### config.mk
export PLATFORM = sky130hd
export DESIGN_NAME = star_vertex_generator
export DESIGN_NICKNAME = d
export VERILOG_FILES = /design/src/rtl/core/svg_pkg.sv /design/src/rtl/core/star_vertex_generator.sv /design/src/rtl/core/svg_seq.sv /design/src/rtl/core/svg_trig.sv /design/src/rtl/core/svg_mul.sv /design/src/rtl/core/svg_place.sv
export SDC_FILE = /design/constraint.sdc
export NUM_CORES = 1
export LEC_CHECK = 0
export BUFFER_PORTS_ARGS = -buffer_cell sky130_fd_sc_hd__buf_2
export CAP_MARGIN = 20
export CORE_MARGIN = 2
export CORE_UTILIZATION = 64
export CTS_CLUSTER_DIAMETER = 60
export DETAILED_ROUTE_END_ITERATION = 7
export HOLD_SLACK_MARGIN = 0.02
export PLACE_DENSITY = 0.82
export SLEW_MARGIN = 20
export SYNTH_ARGS = -nofsm -noshare
export SYNTH_HDL_FRONTEND = slang
export SYNTH_SLANG_ARGS = --single-unit
### constraint.sdc
create_clock -name clk -period 5.9 [get_ports clk]
set_input_delay 1.18 -clock clk [delete_from_list [all_inputs] [get_ports clk]]
set_output_delay 1.18 -clock clk [all_outputs]
set_load 0.01 [all_outputs]
### src/rtl/core/svg_pkg.sv
package svg_pkg;

  localparam int MAX_VERTICES  = 16;
  localparam int TABLE_ENTRIES = 256;

  localparam int ANGLE_W = $clog2(TABLE_ENTRIES);
  localparam int IDX_W   = (MAX_VERTICES > 1) ? $clog2(MAX_VERTICES) : 1;
  localparam int CNT_W   = $clog2(MAX_VERTICES + 1);

  localparam int SCALE_W = 8;
  localparam int TRIG_W  = 10;  // -256..256
  localparam int PROD_W  = 18;  // trig * scale
  localparam int FRAC_BITS = 8;

  localparam int X_W   = 9;
  localparam int Y_W   = 8;
  localparam int OIDX_W = 4;
  localparam int CFG_IDX_W  = 2;
  localparam int CFG_DATA_W = 8;
  localparam int VCOUNT_W   = 5;

  localparam logic [ANGLE_W-1:0] QUARTER_TURN = ANGLE_W'(TABLE_ENTRIES / 4);
  localparam logic signed [10:0] CENTRE_X = 11'sd160;
  localparam logic signed [10:0] CENTRE_Y = 11'sd120;
  localparam logic signed [10:0] LIMIT_X  = 11'sd319;
  localparam logic signed [10:0] LIMIT_Y  = 11'sd239;

  localparam logic [VCOUNT_W-1:0] VCOUNT_RESET = 5'd10;
  localparam logic [ANGLE_W-1:0]  STEP_RESET   = ANGLE_W'(26);

  typedef enum logic [CFG_IDX_W-1:0] {
    REG_VERTEX_COUNT = 2'd0,
    REG_ANGLE_STEP   = 2'd1
  } cfg_reg_t;

  // per-vertex side information carried down the pipe
  typedef struct packed {
    logic [IDX_W-1:0] idx;
    logic             last;
    logic             odd;
  } vtx_ctl_t;

  // sine, zero to a quarter turn inclusive
  localparam logic [8:0] QUARTER_WAVE [0:64] = '{
    9'd0,   9'd6,   9'd12,  9'd18,  9'd25,  9'd31,  9'd37,  9'd43,
    9'd49,  9'd56,  9'd62,  9'd68,  9'd74,  9'd80,  9'd86,  9'd92,
    9'd97,  9'd103, 9'd109, 9'd115, 9'd120, 9'd126, 9'd131, 9'd136,
    9'd142, 9'd147, 9'd152, 9'd157, 9'd162, 9'd167, 9'd171, 9'd176,
    9'd181, 9'd185, 9'd189, 9'd193, 9'd197, 9'd201, 9'd205, 9'd209,
    9'd212, 9'd216, 9'd219, 9'd222, 9'd225, 9'd228, 9'd231, 9'd234,
    9'd236, 9'd238, 9'd241, 9'd243, 9'd244, 9'd246, 9'd248, 9'd249,
    9'd251, 9'd252, 9'd253, 9'd254, 9'd254, 9'd255, 9'd255, 9'd255,
    9'd256
  };

  function automatic logic signed [TRIG_W-1:0] sine_of(input logic [7:0] angle);
    logic [7:0] half;
    logic [9:0] mag;
    half = {1'b0, angle[6:0]};
    if (half > 8'd64) begin
      half = 8'd128 - half;
    end
    mag = {1'b0, QUARTER_WAVE[half[6:0]]};
    sine_of = angle[7] ? -$signed(mag) : $signed(mag);
  endfunction

endpackage

### src/rtl/core/star_vertex_generator.sv
// Star vertex generator.
// Input channel (in_*): one request per item, start angle and scale.
// Result channel (out_*): vertex_count vertices per request in index order,
// out_tlast high on the final one. Config channel (cfg_*): index 0 is
// vertex_count (low five bits, saturated to 16 vertices, zero gives no
// vertices), index 1 is angle_step; other indexes are ignored. cfg_ready
// is always high; write only while the block is idle.
// Throughput: one vertex per cycle while out_tready is high; a request holds
// the input until its vertices have left the sequencer, and the next request
// is taken in the cycle the last vertex of the current one leaves the sequencer.
// Each vertex passes the sequencer, table lookup, multiply and shift/centre/clamp
// registers in that order before it appears on out_*.
// Reset (rst_n low, synchronous) empties the pipe, drops any request in
// progress and restores vertex_count 10 and angle_step 26.
// A stalled receiver holds the output register; each stage only moves when
// the one after it has room, so nothing is lost or repeated, and with the
// pipe full the input stops being taken.
module star_vertex_generator (
  input  logic        clk,
  input  logic        rst_n,
  input  logic        cfg_valid,
  output logic        cfg_ready,
  input  logic [1:0]  cfg_index,
  input  logic [7:0]  cfg_data,
  input  logic        in_tvalid,
  output logic        in_tready,
  input  logic [15:0] in_tdata,   // start_angle[7:0], scale[15:8]
  output logic        out_tvalid,
  input  logic        out_tready,
  output logic [23:0] out_tdata,  // vertex_x[8:0], vertex_y[16:9], vertex_index[20:17], zero
  output logic        out_tlast
);

  logic                              seq_valid;
  logic                              seq_ready;
  logic [svg_pkg::ANGLE_W-1:0]       seq_angle;
  logic [svg_pkg::SCALE_W-1:0]       seq_scale;
  svg_pkg::vtx_ctl_t                 seq_ctl;

  logic                              trig_valid;
  logic                              trig_ready;
  logic signed [svg_pkg::TRIG_W-1:0] trig_sin;
  logic signed [svg_pkg::TRIG_W-1:0] trig_cos;
  logic [svg_pkg::SCALE_W-1:0]       trig_scale;
  svg_pkg::vtx_ctl_t                 trig_ctl;

  logic                              mul_valid;
  logic                              mul_ready;
  logic signed [svg_pkg::PROD_W-1:0] mul_px;
  logic signed [svg_pkg::PROD_W-1:0] mul_py;
  svg_pkg::vtx_ctl_t                 mul_ctl;

  logic [svg_pkg::X_W-1:0]           vx;
  logic [svg_pkg::Y_W-1:0]           vy;
  logic [svg_pkg::OIDX_W-1:0]        vidx;

  svg_seq u_seq (
    .clk       (clk),
    .rst_n     (rst_n),
    .cfg_valid (cfg_valid),
    .cfg_ready (cfg_ready),
    .cfg_index (cfg_index),
    .cfg_data  (cfg_data),
    .req_valid (in_tvalid),
    .req_ready (in_tready),
    .req_angle (in_tdata[7:0]),
    .req_scale (in_tdata[15:8]),
    .vtx_valid (seq_valid),
    .vtx_ready (seq_ready),
    .vtx_angle (seq_angle),
    .vtx_scale (seq_scale),
    .vtx_ctl   (seq_ctl)
  );

  svg_trig u_trig (
    .clk     (clk),
    .rst_n   (rst_n),
    .s_valid (seq_valid),
    .s_ready (seq_ready),
    .s_angle (seq_angle),
    .s_scale (seq_scale),
    .s_ctl   (seq_ctl),
    .m_valid (trig_valid),
    .m_ready (trig_ready),
    .m_sin   (trig_sin),
    .m_cos   (trig_cos),
    .m_scale (trig_scale),
    .m_ctl   (trig_ctl)
  );

  svg_mul u_mul (
    .clk     (clk),
    .rst_n   (rst_n),
    .s_valid (trig_valid),
    .s_ready (trig_ready),
    .s_sin   (trig_sin),
    .s_cos   (trig_cos),
    .s_scale (trig_scale),
    .s_ctl   (trig_ctl),
    .m_valid (mul_valid),
    .m_ready (mul_ready),
    .m_px    (mul_px),
    .m_py    (mul_py),
    .m_ctl   (mul_ctl)
  );

  svg_place u_place (
    .clk     (clk),
    .rst_n   (rst_n),
    .s_valid (mul_valid),
    .s_ready (mul_ready),
    .s_px    (mul_px),
    .s_py    (mul_py),
    .s_ctl   (mul_ctl),
    .m_valid (out_tvalid),
    .m_ready (out_tready),
    .m_x     (vx),
    .m_y     (vy),
    .m_idx   (vidx),
    .m_last  (out_tlast)
  );

  assign out_tdata = {3'b000, vidx, vy, vx};

endmodule

### src/rtl/core/svg_seq.sv
module svg_seq (
  input  logic                           clk,
  input  logic                           rst_n,
  input  logic                           cfg_valid,
  output logic                           cfg_ready,
  input  logic [svg_pkg::CFG_IDX_W-1:0]  cfg_index,
  input  logic [svg_pkg::CFG_DATA_W-1:0] cfg_data,
  input  logic                           req_valid,
  output logic                           req_ready,
  input  logic [svg_pkg::ANGLE_W-1:0]    req_angle,
  input  logic [svg_pkg::SCALE_W-1:0]    req_scale,
  output logic                           vtx_valid,
  input  logic                           vtx_ready,
  output logic [svg_pkg::ANGLE_W-1:0]    vtx_angle,
  output logic [svg_pkg::SCALE_W-1:0]    vtx_scale,
  output svg_pkg::vtx_ctl_t              vtx_ctl
);

  logic [svg_pkg::VCOUNT_W-1:0] vcount_r;
  logic [svg_pkg::ANGLE_W-1:0]  step_r;
  logic                         busy_r;
  logic [svg_pkg::ANGLE_W-1:0]  angle_r;
  logic [svg_pkg::SCALE_W-1:0]  scale_r;
  logic [svg_pkg::IDX_W-1:0]    idx_r;
  logic [svg_pkg::CNT_W-1:0]    count_r;
  logic [svg_pkg::CNT_W-1:0]    count_nxt;
  logic [svg_pkg::CNT_W-1:0]    vc_ext;
  logic                         is_last;
  logic                         emit;
  logic                         take;

  assign cfg_ready = 1'b1;

  // saturate the register to the largest star
  always_comb begin
    vc_ext = svg_pkg::CNT_W'(vcount_r);
    if ((svg_pkg::VCOUNT_W + 1) > svg_pkg::CNT_W &&
        32'(vcount_r) > 32'(svg_pkg::MAX_VERTICES)) begin
      count_nxt = svg_pkg::CNT_W'(svg_pkg::MAX_VERTICES);
    end else begin
      count_nxt = vc_ext;
    end
  end

  assign is_last   = (svg_pkg::CNT_W'(idx_r) + svg_pkg::CNT_W'(1)) == count_r;
  assign emit      = busy_r && vtx_ready;
  assign req_ready = !busy_r || (emit && is_last);
  assign take      = req_valid && req_ready;

  assign vtx_valid   = busy_r;
  assign vtx_angle   = angle_r;
  assign vtx_scale   = scale_r;
  assign vtx_ctl.idx  = idx_r;
  assign vtx_ctl.last = is_last;
  assign vtx_ctl.odd  = idx_r[0];

  always_ff @(posedge clk) begin
    if (!rst_n) begin
      vcount_r <= svg_pkg::VCOUNT_RESET;
      step_r   <= svg_pkg::STEP_RESET;
      busy_r   <= 1'b0;
    end else begin
      if (cfg_valid) begin
        unique case (cfg_index)
          svg_pkg::REG_VERTEX_COUNT: vcount_r <= cfg_data[svg_pkg::VCOUNT_W-1:0];
          svg_pkg::REG_ANGLE_STEP:   step_r   <= cfg_data[svg_pkg::ANGLE_W-1:0];
          default: ;
        endcase
      end
      if (take) begin
        busy_r <= (count_nxt != '0);
      end else if (emit && is_last) begin
        busy_r <= 1'b0;
      end
    end
  end

  always_ff @(posedge clk) begin
    if (take) begin
      angle_r <= req_angle;
      scale_r <= req_scale;
      idx_r   <= '0;
      count_r <= count_nxt;
    end else if (emit) begin
      angle_r <= angle_r + step_r;
      idx_r   <= idx_r + svg_pkg::IDX_W'(1);
    end
  end

endmodule

### src/rtl/core/svg_trig.sv
module svg_trig (
  input  logic                              clk,
  input  logic                              rst_n,
  input  logic                              s_valid,
  output logic                              s_ready,
  input  logic [svg_pkg::ANGLE_W-1:0]       s_angle,
  input  logic [svg_pkg::SCALE_W-1:0]       s_scale,
  input  svg_pkg::vtx_ctl_t                 s_ctl,
  output logic                              m_valid,
  input  logic                              m_ready,
  output logic signed [svg_pkg::TRIG_W-1:0] m_sin,
  output logic signed [svg_pkg::TRIG_W-1:0] m_cos,
  output logic [svg_pkg::SCALE_W-1:0]       m_scale,
  output svg_pkg::vtx_ctl_t                 m_ctl
);

  logic valid_r;
  logic load;

  assign s_ready = !valid_r || m_ready;
  assign load    = s_valid && s_ready;
  assign m_valid = valid_r;

  always_ff @(posedge clk) begin
    if (!rst_n) begin
      valid_r <= 1'b0;
    end else if (s_ready) begin
      valid_r <= s_valid;
    end
  end

  always_ff @(posedge clk) begin
    if (load) begin
      m_sin   <= svg_pkg::sine_of(s_angle);
      m_cos   <= svg_pkg::sine_of(s_angle + svg_pkg::QUARTER_TURN);
      m_scale <= s_scale;
      m_ctl   <= s_ctl;
    end
  end

endmodule

### src/rtl/core/svg_mul.sv
module svg_mul (
  input  logic                              clk,
  input  logic                              rst_n,
  input  logic                              s_valid,
  output logic                              s_ready,
  input  logic signed [svg_pkg::TRIG_W-1:0] s_sin,
  input  logic signed [svg_pkg::TRIG_W-1:0] s_cos,
  input  logic [svg_pkg::SCALE_W-1:0]       s_scale,
  input  svg_pkg::vtx_ctl_t                 s_ctl,
  output logic                              m_valid,
  input  logic                              m_ready,
  output logic signed [svg_pkg::PROD_W-1:0] m_px,
  output logic signed [svg_pkg::PROD_W-1:0] m_py,
  output svg_pkg::vtx_ctl_t                 m_ctl
);

  logic                              valid_r;
  logic                              load;
  logic signed [svg_pkg::SCALE_W:0]  scale_s;
  logic signed [svg_pkg::PROD_W-1:0] px_nxt;
  logic signed [svg_pkg::PROD_W-1:0] py_nxt;

  assign s_ready = !valid_r || m_ready;
  assign load    = s_valid && s_ready;
  assign m_valid = valid_r;
  assign scale_s = $signed({1'b0, s_scale});
  assign px_nxt  = s_sin * scale_s;
  assign py_nxt  = s_cos * scale_s;

  always_ff @(posedge clk) begin
    if (!rst_n) begin
      valid_r <= 1'b0;
    end else if (s_ready) begin
      valid_r <= s_valid;
    end
  end

  always_ff @(posedge clk) begin
    if (load) begin
      m_px  <= px_nxt;
      m_py  <= py_nxt;
      m_ctl <= s_ctl;
    end
  end

endmodule

### src/rtl/core/svg_place.sv
module svg_place (
  input  logic                              clk,
  input  logic                              rst_n,
  input  logic                              s_valid,
  output logic                              s_ready,
  input  logic signed [svg_pkg::PROD_W-1:0] s_px,
  input  logic signed [svg_pkg::PROD_W-1:0] s_py,
  input  svg_pkg::vtx_ctl_t                 s_ctl,
  output logic                              m_valid,
  input  logic                              m_ready,
  output logic [svg_pkg::X_W-1:0]           m_x,
  output logic [svg_pkg::Y_W-1:0]           m_y,
  output logic [svg_pkg::OIDX_W-1:0]        m_idx,
  output logic                              m_last
);

  logic                              valid_r;
  logic                              load;
  logic signed [svg_pkg::PROD_W-1:0] shx;
  logic signed [svg_pkg::PROD_W-1:0] shy;
  logic signed [10:0]                ox;
  logic signed [10:0]                oy;
  logic [svg_pkg::X_W-1:0]           x_nxt;
  logic [svg_pkg::Y_W-1:0]           y_nxt;
  logic [svg_pkg::IDX_W+svg_pkg::OIDX_W-1:0] idx_ext;

  assign s_ready = !valid_r || m_ready;
  assign load    = s_valid && s_ready;
  assign m_valid = valid_r;

  // floor by 256, odd vertices floor by a further two
  assign shx = s_ctl.odd ? (s_px >>> (svg_pkg::FRAC_BITS + 1)) : (s_px >>> svg_pkg::FRAC_BITS);
  assign shy = s_ctl.odd ? (s_py >>> (svg_pkg::FRAC_BITS + 1)) : (s_py >>> svg_pkg::FRAC_BITS);
  assign ox  = $signed({shx[9], shx[9:0]}) + svg_pkg::CENTRE_X;
  assign oy  = $signed({shy[9], shy[9:0]}) + svg_pkg::CENTRE_Y;
  assign idx_ext = (svg_pkg::IDX_W + svg_pkg::OIDX_W)'(s_ctl.idx);

  always_comb begin
    if (ox < 0) begin
      x_nxt = '0;
    end else if (ox > svg_pkg::LIMIT_X) begin
      x_nxt = svg_pkg::LIMIT_X[svg_pkg::X_W-1:0];
    end else begin
      x_nxt = ox[svg_pkg::X_W-1:0];
    end
    if (oy < 0) begin
      y_nxt = '0;
    end else if (oy > svg_pkg::LIMIT_Y) begin
      y_nxt = svg_pkg::LIMIT_Y[svg_pkg::Y_W-1:0];
    end else begin
      y_nxt = oy[svg_pkg::Y_W-1:0];
    end
  end

  always_ff @(posedge clk) begin
    if (!rst_n) begin
      valid_r <= 1'b0;
    end else if (s_ready) begin
      valid_r <= s_valid;
    end
  end

  always_ff @(posedge clk) begin
    if (load) begin
      m_x    <= x_nxt;
      m_y    <= y_nxt;
      m_idx  <= idx_ext[svg_pkg::OIDX_W-1:0];
      m_last <= s_ctl.last;
    end
  end

endmodule
==> reports/qor.txt <==
FF-to-FF End = u_mul.m_py[17]
Core Box Area = 20300 um^2
Synth top area share = 22.9%
Post-route cell area = 14200 um^2
Initial core utilization = 65.2%
Detailed Routing Iterations Pass 1 = 5
Number of setup buffers added after CTS = 0
Slew Viols, Final = 0
FF-to-FF Start = u_trig.m_scale[0]
# DRC = 0
Crit-path cells = nand2_1 > fa_1 > inv_1 > fa_1 > ha_1 > inv_1 > fa_1 > inv_1 > ha_1 > and4_1 > a41oi_1 > o221a_2 > o21ai_0 > o41a_1 > o21a_1 > o21a_1 > nor2_1 > xnor2_1
Register area share after synthesis = 26.1%
Die Area = 21900 um^2
Cells after Synth = 1411
Cell family with most CP delay = adder cells
Crit end category = flop
Antenna viol nets, final = 0
Placed instance area = 13600 um^2
Clock Tree Buf Depth = 2
Req. time, crit path = 6.07 ns
Initial DRC Count = 759
Clk_lat worst skew = 0.43 ns
Synth Area in Simple Gates = 17.1%
Wirelength, routed = 28.6 mm
RePlAce Congestion = 0.922
Multi-input logic area = 8650 um^2
NumNets Final = 1682
Crit path largest cell delay = 0.75 ns
DP HPWL = 21.4 mm
Post_cts resized = 0
Minimum clock period = 5.34 ns
Max-Cap Viols = 0
Post-synthesis mux area share = 2.21%
WP buf/inv = 3
Die W = 148 um
Final clock skew = 0.00914 ns
Top FF cell, synth = edfxtp_1
Worst Min Path Start = u_seq.vtx_scale[5]
Critical path class = reg2reg
Initial antenna violation count = 1
Crit-path max FO = 18
Yosys warning total = 0
Setup TNS = 0 ns
Vias in the first global route = 10300
ANT cells = 0
Hold path cells = 0
Yosys cell types = 97
Min-Delay Endpoint = u_trig.m_scale[5]
Syn avg cell area = 9.38 um^2
Largest family of logic cells by synthesized area = adder cells
Most frequent cell after synthesis = inv_1
Clock Sink Count = 122
Endpoints failing setup = 0
Standard-cell rows = 52
GRT Util Overall = 27.5%
Post-CTS Hold Fix Bufs = 0
Post-synthesis adder-cell area fraction = 27.7%
Synth Area in Compound Gates = 13.7%
Cts bufs inserted = 17
RSZ-0062 raised after global routing = false
Die H = 148 um
Per-cell routed wire length = 16.6 um
Area grow syn2layout = 7.19%
Highest Clock Rate = 187 MHz
DR vias/cell = 5.89
Post-synth EDFFs = 101
Hold crit path type = reg2reg
Port buffer count = 54
Reg2reg setup slack = 0.56 ns
First-pass GRT wire length = 48.7 mm
Leading area contributor after synthesis = edfxtp_1
Final-report hold violation count = 0
Ports = 59
Remaining Overflow, GRT = 0
Share of layout cells above drive strength 1 = 9.74%
Largest net degree at the start of global routing = 36
Status = finished, final reports clean
Fill count = 1483
CTS tree = done
Post-Synthesis Cell Area = 13200 um^2
H-tree depth = 4
Top cells by area, synth = edfxtp_1 (23%), fa_1 (19%), ha_1 (8.5%)
Worst Tran Pin Value = 1.14 ns
Top cells by count, synth = inv_1 (212), nand2_1 (132), fa_1 (127)
CP max stage cell = edfxtp_1
Register area = 3450 um^2
Post-synthesis xor/xnor area fraction = 4.36%
Vias = 10100
Synth Register Bits = 122
Startpoint Class = flop
Fraction of registers with async set/reset = 0%
Root Buffer = clkbuf_16
Worst EP arrival = 5.51 ns
Reg2reg path depth = 18
Worst-path clk slew = 0.06 ns
Fin crit share = 90.4%
Max-slew headroom = 23.4%
[how the worst max path moves through the flow]
stage	start	to	slack, ns	depth (start not counted)
after floorplan	u_trig.m_scale[1]	u_mul.m_py[17]	0.88	20
after global placement	u_trig.m_scale[0]	u_mul.m_py[17]	0.77	18
after detailed placement	u_trig.m_scale[5]	u_mul.m_py[17]	0.70	17
after CTS	u_trig.m_scale[0]	u_mul.m_py[17]	0.65	18
after global routing	u_trig.m_scale[0]	u_mul.m_py[17]	0.31	17
final	u_trig.m_scale[0]	u_mul.m_py[17]	0.56	18
[cell families after synthesis]
logic type | count (synthesis)
simple gates | 429
mux | 28
other cells | 2
xor+xnor | 65
flops | 122
fa+ha+maj | 217
buf+inv | 283
compound gates | 265
[worst reg2reg max path: cells and delay by family (launching register included)]
kind            cells  cell delay [ns]
buf+inv             3             0.14
fa+ha+maj           5             2.04
simple gates        3             0.48
flops               1             0.75
xor+xnor            1             0.07
compound gates      6             1.59
[per-stage QoR]
step / worst slack (ns) / hold WS [ns] / utilization (%) / cells
after floorplan: 0.876 / 0.400 / - / 1413
after global routing: 0.313 / 0.427 / 69.9 / 1717
final: 0.565 / 0.420 / 69.9 / 1717
after detailed placement: 0.703 / 0.405 / 67.1 / 1685
after CTS: 0.646 / 0.418 / 69.8 / 1717
after global placement: 0.767 / 0.404 / 67.1 / 1685
[cells in the final DEF, fill, tap and decap left out, types with 5 or more instances in the layout]
master	Yosys	final
nand4_1	6	6
nor2b_1	24	23
mux2i_1	27	27
nand2b_1	14	14
o211ai_1	10	10
o21ai_0	38	38
xor2_1	19	19
a31oi_1	12	12
inv_1	212	212
nand2_1	132	132
buf_4	10	14
dfxtp_1	21	21
fa_1	127	127
nor4_1	10	10
or3_1	5	5
o21ai_1	9	9
and2_1	88	88
edfxtp_1	101	101
o311ai_0	5	5
a21oi_1	78	78
o21a_1	14	14
a21o_1	9	9
a211oi_1	18	18
nor3_1	24	24
buf_2	17	54
nand3_1	22	22
clkbuf_16	0	18
o21bai_1	5	5
ha_1	90	90
nor2_1	62	62
xnor2_1	45	45
[cell type report]
class | instances | share of cell area [%]
multi-input cells | 1008 | 60.9
flip-flops and latches | 122 | 24.3
inverters | 217 | 5.74
clock buffers | 19 | 3.20
repair buffers | 68 | 2.65
well taps | 270 | 2.38
clock inverters | 13 | 0.749
[registers in the layout, indices dropped and copies added, names as in the netlist]
signal,flops
u_mul.m_valid,1
u_seq.idx_r,4
u_seq.vtx_scale,8
u_place.m_y,8
u_place.m_last,1
u_seq.step_r,8
u_mul.m_px,10
u_seq.vtx_angle,8
u_place.m_idx,4
u_trig.m_ctl,5
u_mul.m_py,10
u_place.m_valid,1
u_trig.m_valid,1
u_seq.vtx_valid,1
u_place.m_x,9
u_mul.m_ctl,5
u_seq.count_r,5
u_seq.vc_ext,5
u_trig.m_sin,10
u_trig.m_scale,8
u_trig.m_cos,10
[routing by layer]
| layer | global-route usage, % | wire [um] | up-vias |
|---|---|---|---|
| li1 | - | - | 4793 |
| met1 | 35.1 | 11900 | 4890 |
| met2 | 47.5 | 14400 | 371 |
| met3 | 5.09 | 1710 | 64 |
| met4 | 9.38 | 595 | 0 |
| met5 | 0 | 0 | - |
Power is left out: the tool's default activity adds up to more than one toggle a clock period on the data nets, which glitch-free logic cannot reach.
